[src/rtl/core/sbte_pkg.sv]
`default_nettype none
package sbte_pkg;

    localparam int unsigned QDEPTH = 2;

    localparam logic [7:0] BLOCK_LENGTH_RESET = 8'd168;
    localparam logic       REG_BLOCK_LENGTH   = 1'b0;

    typedef struct packed {
        logic [7:0] data_byte;
        logic       end_of_file;
    } t_in_beat;

    typedef struct packed {
        logic [6:0] symbol;
        logic       line_end;
        logic       run_last;
    } t_out_beat;

    // one classified byte: up to two 6-bit groups
    typedef struct packed {
        logic [11:0] bits;
        logic        two;
        logic        close;
    } t_job;

    // 0-9, A-D, F, E, G-Z, a-z, <, >
    function automatic logic [6:0] symbol_of(input logic [5:0] idx);
        logic [6:0] code;
        case (idx) inside
            [6'd0:6'd9]:   code = 7'(idx) + 7'd48;
            [6'd10:6'd13]: code = 7'(idx) + 7'd55;
            6'd14:         code = 7'd70;
            6'd15:         code = 7'd69;
            [6'd16:6'd35]: code = 7'(idx) + 7'd55;
            [6'd36:6'd61]: code = 7'(idx) + 7'd61;
            6'd62:         code = 7'd60;
            default:       code = 7'd62;
        endcase
        return code;
    endfunction

endpackage
`default_nettype wire

[src/rtl/core/six_bit_text_encoder.sv]
// Six-bit text encoder: packs bytes LSB first into 6-bit groups, maps each
// group to an ASCII symbol and closes a line every block_length bytes or at
// end of file, zero-padding leftover bits into one final symbol.
// Input queue side: i_item is taken when push is high and full is low.
// Result queue side: o_result holds the oldest symbol while empty is low;
// it is taken when pop is high.
// A byte yields one or two result beats; run_last marks its last one.
// The first symbol of a byte goes through the job queue and then into the
// output register before it shows on o_result. The output register gives
// one symbol per cycle while pop is high and jobs wait in the queue.
// A two-entry job queue sits between classification and symbol output, so
// input keeps flowing while a result waits; when pop stays low the queue
// fills and full rises. Reset clears leftover bits, line byte count and
// both queues, and sets block_length to 168. The user writes block_length
// (APB, address 0) only while idle; the block itself does not enforce it.
`default_nettype none
module six_bit_text_encoder (
    input  wire                 i_clk,
    input  wire                 i_rst_n,
    input  wire                 push,
    output logic                full,
    input  sbte_pkg::t_in_beat  i_item,
    output logic                empty,
    input  wire                 pop,
    output sbte_pkg::t_out_beat o_result,
    input  wire                 psel,
    input  wire                 penable,
    input  wire                 pwrite,
    input  wire  [2:0]          paddr,
    input  wire  [31:0]         pwdata,
    output logic [31:0]         prdata,
    output logic                pready
);

    logic [7:0]     r_block_length;
    logic           accept;
    logic           q_empty;
    logic           q_pop;
    sbte_pkg::t_job front_job;
    sbte_pkg::t_job head_job;

    assign pready = 1'b1;
    assign prdata = (paddr[2] == sbte_pkg::REG_BLOCK_LENGTH) ?
                    {24'd0, r_block_length} : 32'd0;

    always_ff @(posedge i_clk) begin
        if (!i_rst_n) begin
            r_block_length <= sbte_pkg::BLOCK_LENGTH_RESET;
        end else if (psel && penable && pwrite && pready &&
                     paddr[2] == sbte_pkg::REG_BLOCK_LENGTH) begin
            r_block_length <= pwdata[7:0];
        end
    end

    assign accept = push && !full;

    sbte_front u_front (
        .i_clk          (i_clk),
        .i_rst_n        (i_rst_n),
        .i_accept       (accept),
        .i_beat         (i_item),
        .i_block_length (r_block_length),
        .o_job          (front_job)
    );

    sbte_fifo u_fifo (
        .i_clk   (i_clk),
        .i_rst_n (i_rst_n),
        .i_push  (accept),
        .i_wdata (front_job),
        .o_full  (full),
        .i_pop   (q_pop),
        .o_rdata (head_job),
        .o_empty (q_empty)
    );

    sbte_back u_back (
        .i_clk     (i_clk),
        .i_rst_n   (i_rst_n),
        .i_job     (head_job),
        .i_q_empty (q_empty),
        .o_q_pop   (q_pop),
        .o_result  (o_result),
        .o_empty   (empty),
        .i_pop     (pop)
    );

endmodule
`default_nettype wire

[src/rtl/core/sbte_front.sv]
`default_nettype none
module sbte_front (
    input  wire                i_clk,
    input  wire                i_rst_n,
    input  wire                i_accept,
    input  sbte_pkg::t_in_beat i_beat,
    input  wire  [7:0]         i_block_length,
    output sbte_pkg::t_job     o_job
);

    logic [3:0]  r_pend_bits, n_pend_bits;
    logic [2:0]  r_pend_cnt, n_pend_cnt;
    logic [7:0]  r_line_bytes, n_line_bytes;
    logic [2:0]  have;
    logic [11:0] acc;
    logic [8:0]  taken;
    logic        close;

    always_comb begin
        have  = (r_pend_cnt > 3'd4) ? 3'd4 : r_pend_cnt;
        acc   = 12'(r_pend_bits) | (12'(i_beat.data_byte) << have);
        taken = 9'(r_line_bytes) + 9'd1;
        close = i_beat.end_of_file || (taken >= 9'(i_block_length));

        o_job.bits  = acc;
        o_job.two   = have[2] || close;
        o_job.close = close;

        if (close) begin
            n_pend_bits  = 4'd0;
            n_pend_cnt   = 3'd0;
            n_line_bytes = 8'd0;
        end else begin
            n_pend_bits  = have[2] ? 4'd0 : acc[9:6];
            n_pend_cnt   = have[2] ? 3'd0 : have + 3'd2;
            n_line_bytes = taken[7:0];
        end
    end

    always_ff @(posedge i_clk) begin
        if (!i_rst_n) begin
            r_pend_bits  <= 4'd0;
            r_pend_cnt   <= 3'd0;
            r_line_bytes <= 8'd0;
        end else if (i_accept) begin
            r_pend_bits  <= n_pend_bits;
            r_pend_cnt   <= n_pend_cnt;
            r_line_bytes <= n_line_bytes;
        end
    end

    a_cnt_even: assert property (@(posedge i_clk) disable iff (!i_rst_n)
        r_pend_cnt[0] == 1'b0 && r_pend_cnt <= 3'd4)
        else $error("odd or oversized leftover count");

    a_no_stale: assert property (@(posedge i_clk) disable iff (!i_rst_n)
        r_pend_cnt == 3'd0 |-> r_pend_bits == 4'd0)
        else $error("leftover bits without count");

endmodule
`default_nettype wire

[src/rtl/core/sbte_fifo.sv]
`default_nettype none
module sbte_fifo (
    input  wire            i_clk,
    input  wire            i_rst_n,
    input  wire            i_push,
    input  sbte_pkg::t_job i_wdata,
    output logic           o_full,
    input  wire            i_pop,
    output sbte_pkg::t_job o_rdata,
    output logic           o_empty
);

    localparam int unsigned AW = $clog2(sbte_pkg::QDEPTH);

    sbte_pkg::t_job r_mem [sbte_pkg::QDEPTH];
    logic [AW-1:0]  r_wptr, r_rptr;
    logic [AW:0]    r_count;
    logic           do_push, do_pop;

    assign o_full  = (r_count == (AW+1)'(sbte_pkg::QDEPTH));
    assign o_empty = (r_count == '0);
    assign do_push = i_push && !o_full;
    assign do_pop  = i_pop && !o_empty;
    assign o_rdata = r_mem[r_rptr];

    always_ff @(posedge i_clk) begin
        if (do_push) begin
            r_mem[r_wptr] <= i_wdata;
        end
    end

    always_ff @(posedge i_clk) begin
        if (!i_rst_n) begin
            r_wptr  <= '0;
            r_rptr  <= '0;
            r_count <= '0;
        end else begin
            if (do_push) begin
                r_wptr <= (r_wptr == AW'(sbte_pkg::QDEPTH - 1)) ? '0 : r_wptr + 1'b1;
            end
            if (do_pop) begin
                r_rptr <= (r_rptr == AW'(sbte_pkg::QDEPTH - 1)) ? '0 : r_rptr + 1'b1;
            end
            r_count <= r_count + (AW+1)'(do_push) - (AW+1)'(do_pop);
        end
    end

    a_count_bound: assert property (@(posedge i_clk) disable iff (!i_rst_n)
        r_count <= (AW+1)'(sbte_pkg::QDEPTH))
        else $error("job queue overflow");

endmodule
`default_nettype wire

[src/rtl/core/sbte_back.sv]
`default_nettype none
module sbte_back (
    input  wire                 i_clk,
    input  wire                 i_rst_n,
    input  sbte_pkg::t_job      i_job,
    input  wire                 i_q_empty,
    output logic                o_q_pop,
    output sbte_pkg::t_out_beat o_result,
    output logic                o_empty,
    input  wire                 i_pop
);

    logic                r_phase;
    logic                r_valid;
    sbte_pkg::t_out_beat r_out;
    logic                load;
    logic                last;
    logic [5:0]          grp;

    assign load    = (!r_valid || i_pop) && !i_q_empty;
    assign last    = r_phase || !i_job.two;
    assign grp     = r_phase ? i_job.bits[11:6] : i_job.bits[5:0];
    assign o_q_pop = load && last;
    assign o_result = r_out;
    assign o_empty  = !r_valid;

    always_ff @(posedge i_clk) begin
        if (!i_rst_n) begin
            r_phase <= 1'b0;
            r_valid <= 1'b0;
        end else begin
            if (load) begin
                r_valid <= 1'b1;
                r_phase <= !last;
            end else if (i_pop) begin
                r_valid <= 1'b0;
            end
        end
    end

    always_ff @(posedge i_clk) begin
        if (load) begin
            r_out.symbol   <= sbte_pkg::symbol_of(grp);
            r_out.line_end <= last && i_job.close;
            r_out.run_last <= last;
        end
    end

    a_phase_job: assert property (@(posedge i_clk) disable iff (!i_rst_n)
        r_phase |-> !i_q_empty)
        else $error("second group without a job");

    a_phase_two: assert property (@(posedge i_clk) disable iff (!i_rst_n)
        load && !last |=> r_phase && r_valid && !r_out.run_last)
        else $error("first group of a pair marked last");

endmodule
`default_nettype wire
[config.mk]
export PLATFORM = sky130hd
export DESIGN_NAME = six_bit_text_encoder
export DESIGN_NICKNAME = d
export VERILOG_FILES = /design/src/rtl/core/sbte_pkg.sv /design/src/rtl/core/six_bit_text_encoder.sv /design/src/rtl/core/sbte_front.sv /design/src/rtl/core/sbte_fifo.sv /design/src/rtl/core/sbte_back.sv
export SDC_FILE = /design/constraint.sdc
export NUM_CORES = 1
export LEC_CHECK = 0
export CAP_MARGIN = 40
export CORE_MARGIN = 2
export CORE_UTILIZATION = 50
export DETAILED_ROUTE_END_ITERATION = 16
export DONT_BUFFER_PORTS = 1
export PLACE_DENSITY = 0.72
export SLEW_MARGIN = 5
export SYNTH_ARGS = -nofsm -noshare
export SYNTH_HDL_FRONTEND = slang
export SYNTH_SLANG_ARGS = --single-unit
[constraint.sdc]
create_clock -name i_clk -period 3.6 [get_ports i_clk]
set_input_delay 0.18 -clock i_clk [delete_from_list [all_inputs] [get_ports i_clk]]
set_output_delay 0.18 -clock i_clk [all_outputs]
set_load 0.02 [all_outputs]
# After elaboration in Yosys (flattened, before gate mapping)
# Memories as Yosys holds them, arrays and structs flattened. A register that Yosys moved wholly into a read port is not among the register bits.
# Cells that the tools add are included.
[classes] n_addsub=9 n_lt_le_gt_ge=10 n_eq_ne=4 shift=1 mux=23 bitwise=2 reduce_logical=24
[op_table] cell="$mux W7" n=6
[op_table] cell="$add A6 B6 Y7 const B" n=3
[op_table] cell="$mux W8" n=2
[op_table] cell="$logic_and A1 B1 Y1" n=13
[op_table] cell="$eq A6 B4 Y1 const B" n=2
[op_table] cell="$le A6 B4 Y1 const B" n=2
[op_table] cell="$le A6 B6 Y1 const B" n=2
[op_table] cell="$or A4 B12 Y12" n=1
[op_table] cell="$shl A8 B3 Y12" n=1
[op_table] cell="$add A8 B1 Y9 const B" n=1
[op_table] cell="$ge A9 B8 Y1" n=1
[op_table] cell="$mux W3" n=3
[op_table] cell="$mux W1" n=8
[op_table] cell="$mux W4" n=2
[op_table] cell="$eq A6 B6 Y1 const B" n=1
[op_table] cell="$ge A6 B1 Y1 const B" n=1
[op_table] cell="$ge A6 B4 Y1 const B" n=1
[op_table] cell="$ge A6 B5 Y1 const B" n=1
[op_table] cell="$ge A6 B6 Y1 const B" n=1
[op_table] cell="$mux W6" n=1
[op_table] cell="$logic_not A1 Y1" n=5
[op_table] cell="$logic_or A1 B1 Y1" n=4
[op_table] cell="$add A3 B2 Y3 const B" n=1
[op_table] cell="$gt A3 B3 Y1 const B" n=1
[op_table] cell="8 further kinds" n=9
[word_totals] reg_bits=38 ram_bits=28 inputBits=51 output_inout_bits=44 word_cells=86 mem_count=1
[memory_table] name="u_fifo.r_mem" depth=2 width=14 read_ports=1 rd_ports_with_merged_regs=1 wr=1 line_no="sbte_fifo.sv:15" source="sbte_pkg::t_job r_mem [sbte_pkg::QDEPTH];"

# Longest topological paths before layout
[logic_depth] depth_word=9 mapped_depth=11 ltp_nobuf=10

# Modules after synthesis
# Synthesis repeated with hierarchy kept, for this count alone.
[hier_totals] cells_unflattened=447 hier_area_um2=4644.5
[modules_own_cells] module="sbte_front" instances=1 cells_each=165 area_per_inst_um2=1435.1 seq_area_each_um2=300.3
[modules_own_cells] module="sbte_back" instances=1 cells_each=141 area_per_inst_um2=1353.8 seq_area_each_um2=310.3
[modules_own_cells] module="sbte_fifo" instances=1 cells_each=70 area_per_inst_um2=1243.7 seq_area_each_um2=940.9
[modules_own_cells] module="six_bit_text_encoder" instances=1 cells_each=71 area_per_inst_um2=611.8 seq_area_each_um2=160.2

# Worst setup path before layout
# Ideal clock, no wire load.
[synth_path] kind="register to register" start="register with a tool-made name" end="register u_back.r_out (netlist bit u_back.o_result[4]), data pin" setup_time_ps=261 t_arrival_ps=2586 required_ps=3339 path_slack_ps=753 stages_incl_launch_ff=11 path_buffers=2 period_less_slack_ps=2847 cell_sequence="dfxtp_1 -> buf_6 -> mux4_1 -> inv_1 -> ha_1 -> clkbuf_1 -> a21boi_0 -> a2bb2oi_2 -> or2_2 -> nor2_1 -> a221o_1"
[synth_rtl] item="end: declaration" line_no="sbte_back.sv:15" source="sbte_pkg::t_out_beat r_out;"

==> flow_summary.toml <==
[job]
max_cap_viol_count = 0

[layout]
mostFrequentLayoutCells = "nand2_1, edfxtp_1, nor2_1"
final_net_count = 494
mostFrequentLayoutCell = "nand2_1"
diodes = 0
final_util = 0.5537
syn_to_final_growth_pct = 6.669
drive_above_1_share = 0.08645

[logic_synthesis]
synthTopCellsByArea = "edfxtp_1, dfxtp_1, ha_1"
synth.area.mux_share = 0.07224
syn_area_per_cell_um2 = 9.695
synth-edff-count = 37
synth_compound_area_frac = 0.1686
ys_ff_latch = 67
ys_seq_area_frac = 0.4224
synth-simple-area-share = 0.1482
synth_flop_cell = "edfxtp_1"
synth_cell_types = 57
synth_adder_area_share = 0.06175
synthXorXnorAreaFrac = 0.03026
yosysWarnings = 0
synth_top_cell_area_share = 0.2742
synth_top_family_by_area = "compound AO/OA/AOI/OAI gates"
async_reset_ff_frac = 0
synth_largest_area_cell = "edfxtp_1"
synth_area_mm2 = 0.004053
synthCells = 418

[die]
dieArea_mm2 = 0.008842
start_util = 0.5191
io_pins = 95
rows = 32
die_h_um = 94.03
die_w_um = 94.03
core_area_mm2 = 0.007807

[power]
power_leakage_nw = 1.649
power_density_mw_per_mm2 = 675.5
p_total_mw = 2.920
vdd_drop_max_v = 0.0002127

[timing]
relSlewSlack = 0.5606
period_needed_ps = 3233
min_period_over_period = 0.8980
grt_setup_unrepaired = "false"
finalSetupViolCount = 0
hold_viol_final = 0
fin_hold_ws_ps = 12.41
tns_ps = 0
drv_slew = 0
skew_ps = 13.18
worst_pin_slew_ps = 656.1
fmax_ghz = 0.3093
setup_ws_ps = 367.1

[grt]
grtUsageMet1 = 0.2080
antenna_found_initial = 0
track_usage = 0.1881
grt_pass1_wl_um = 13240
grt.busiest_layer = "met2"
met3_usage = 0.03933
grt_max_degree = 30
grt_overflow = 0
met2_usage = 0.3464
grt_pass1_vias = 2980

[critical_path]
critPathMaxStageDelay_ps = 750
crit_slowest_cell = "mux4_1"
cp_common_cell = "inv_1"
critical_path_class = "reg2reg"
path_cells = "mux4_1 -> inv_1 -> ha_1 -> inv_1 -> a21boi_0 -> a2bb2oi_2 -> or2_2 -> nor2_1 -> a221o_1"
setup.worst_path.start_class = "flip-flop"
cp_max_fo = 9
crit_arrival_ps = 3330
setup.worst_path.end_class = "flip-flop"
worstPathRequired_ps = 3700

[detailed_routing]
ant_nets = 0
wire_per_inst_um = 14.95
drt_wl_total_um = 7923
drt_iter0_markers = 174
firstDrtPassIters = 5
via_count = 3007
vias_per_cell = 5.674
post-route-drc-count = 0

[cts]
cts.sinks = 67
htreeDepth = 3
cts_setup_buffers = 0
root_buffer = "clkbuf_8"
ctsHoldBuffers = 10
cts_buffer_depth = 2
clock_latency_ps = 340
cts_tree = "built"
cts_buffers = 9
cts_resized = 0
clkTransAtPathRegs_ps = 80

[placed_design]
pre_cts_ws_ps = 353.3
gp_congestion = 0.8299
place_hpwl_um = 5648
io_buffers = 0

[outcome]
status = "finished, final reports clean"

[worst_hold_path]
hp-class = "in2reg"
cell usage after synthesis, drive strengths merged, types with 3 or more instances:
master / instances
clkbuf: 17
o21ai: 11
o31ai: 4
ha: 20
nand2: 53
edfxtp: 37
mux2i: 6
buf: 30
a221oi: 3
a21boi: 17
xnor2: 10
o2111ai: 7
xor2: 4
a21oi: 18
inv: 26
nand3: 8
nor2: 32
and2: 4
o211ai: 11
nor2b: 6
mux4: 9
dfxtp: 30
a21o: 7
nand2b: 4
nor3: 8
worst paths after layout:
| kind | cells past startpoint | from | slack [ps] | to |
|---|---|---|---|---|
| worst min-delay path | 1 | i_rst_n | 10 | u_front.r_pend_bits[3] |
| worst max register to register | 9 | flip-flop | 370 | u_back.o_result[4] |
| worst min register to register | 2 | u_front.r_pend_bits[1] | 470 | u_front.r_pend_bits[1] |
| worst max-delay path | 9 | flip-flop | 370 | u_back.o_result[4] |
stage by stage:
stage / instance area (um^2) / std cells
finish: 4323 / 530
global route: 4323 / 530
CTS: 4308 / 529
detailed placement: 4033 / 503
global placement: 4025 / 502
floorplan: 4139 / 441
critical path: cells and delay by family (launching register included):
kind / cells / cell delay (ps)
flip-flops: 1 / 620
adder cells (fa/ha/maj): 1 / 210
buffers and inverters: 2 / 240
AND/OR/NAND/NOR: 2 / 260
multiplexers: 1 / 750
AO/OA/AOI/OAI: 3 / 900
area by class of cell:
type / count / area [um^2]
fillers: 683 / 3485
multi-input cells: 301 / 2043
flip-flops and latches: 67 / 1712
repair buffers: 18 / 167.7
clock buffers: 14 / 162.7
well taps: 102 / 127.6
inverters: 26 / 97.59
clock inverters: 2 / 12.51
layer usage:
metal / part of all wire / wire length [um]
met3: 0.044 / 346
met4: 0.018 / 146
met1: 0.41 / 3217
met5: 0 / 0
met2: 0.53 / 4213
state kept, by name (all words and copies together), names as in the netlist, named ones only:
name                  cells
r_block_length            8
u_front.r_pend_bits       4
u_fifo.r_rptr             1
u_fifo.r_wptr             1
u_front.r_line_bytes      8
u_back.r_phase            1
u_front.r_pend_cnt        3
u_fifo.r_mem             28
u_fifo.r_count            2
u_back.o_result           9
u_back.r_valid            1
report_power, final:
part           internal [mW]  total [mW]  switching (mW)
registers               1.00        1.15           0.142
clock network          0.288       0.562           0.274
logic                  0.509        1.21           0.703
total                   1.80        2.92            1.12
cell families after synthesis:
logic type,Yosys count
XOR/XNOR,14
flip-flops,67
buffers and inverters,73
adder cells (fa/ha/maj),20
multiplexers,17
AND/OR/NAND/NOR,129
AO/OA/AOI/OAI,96
other,2
No activity file was read; power rests on OpenSTA's default activity.
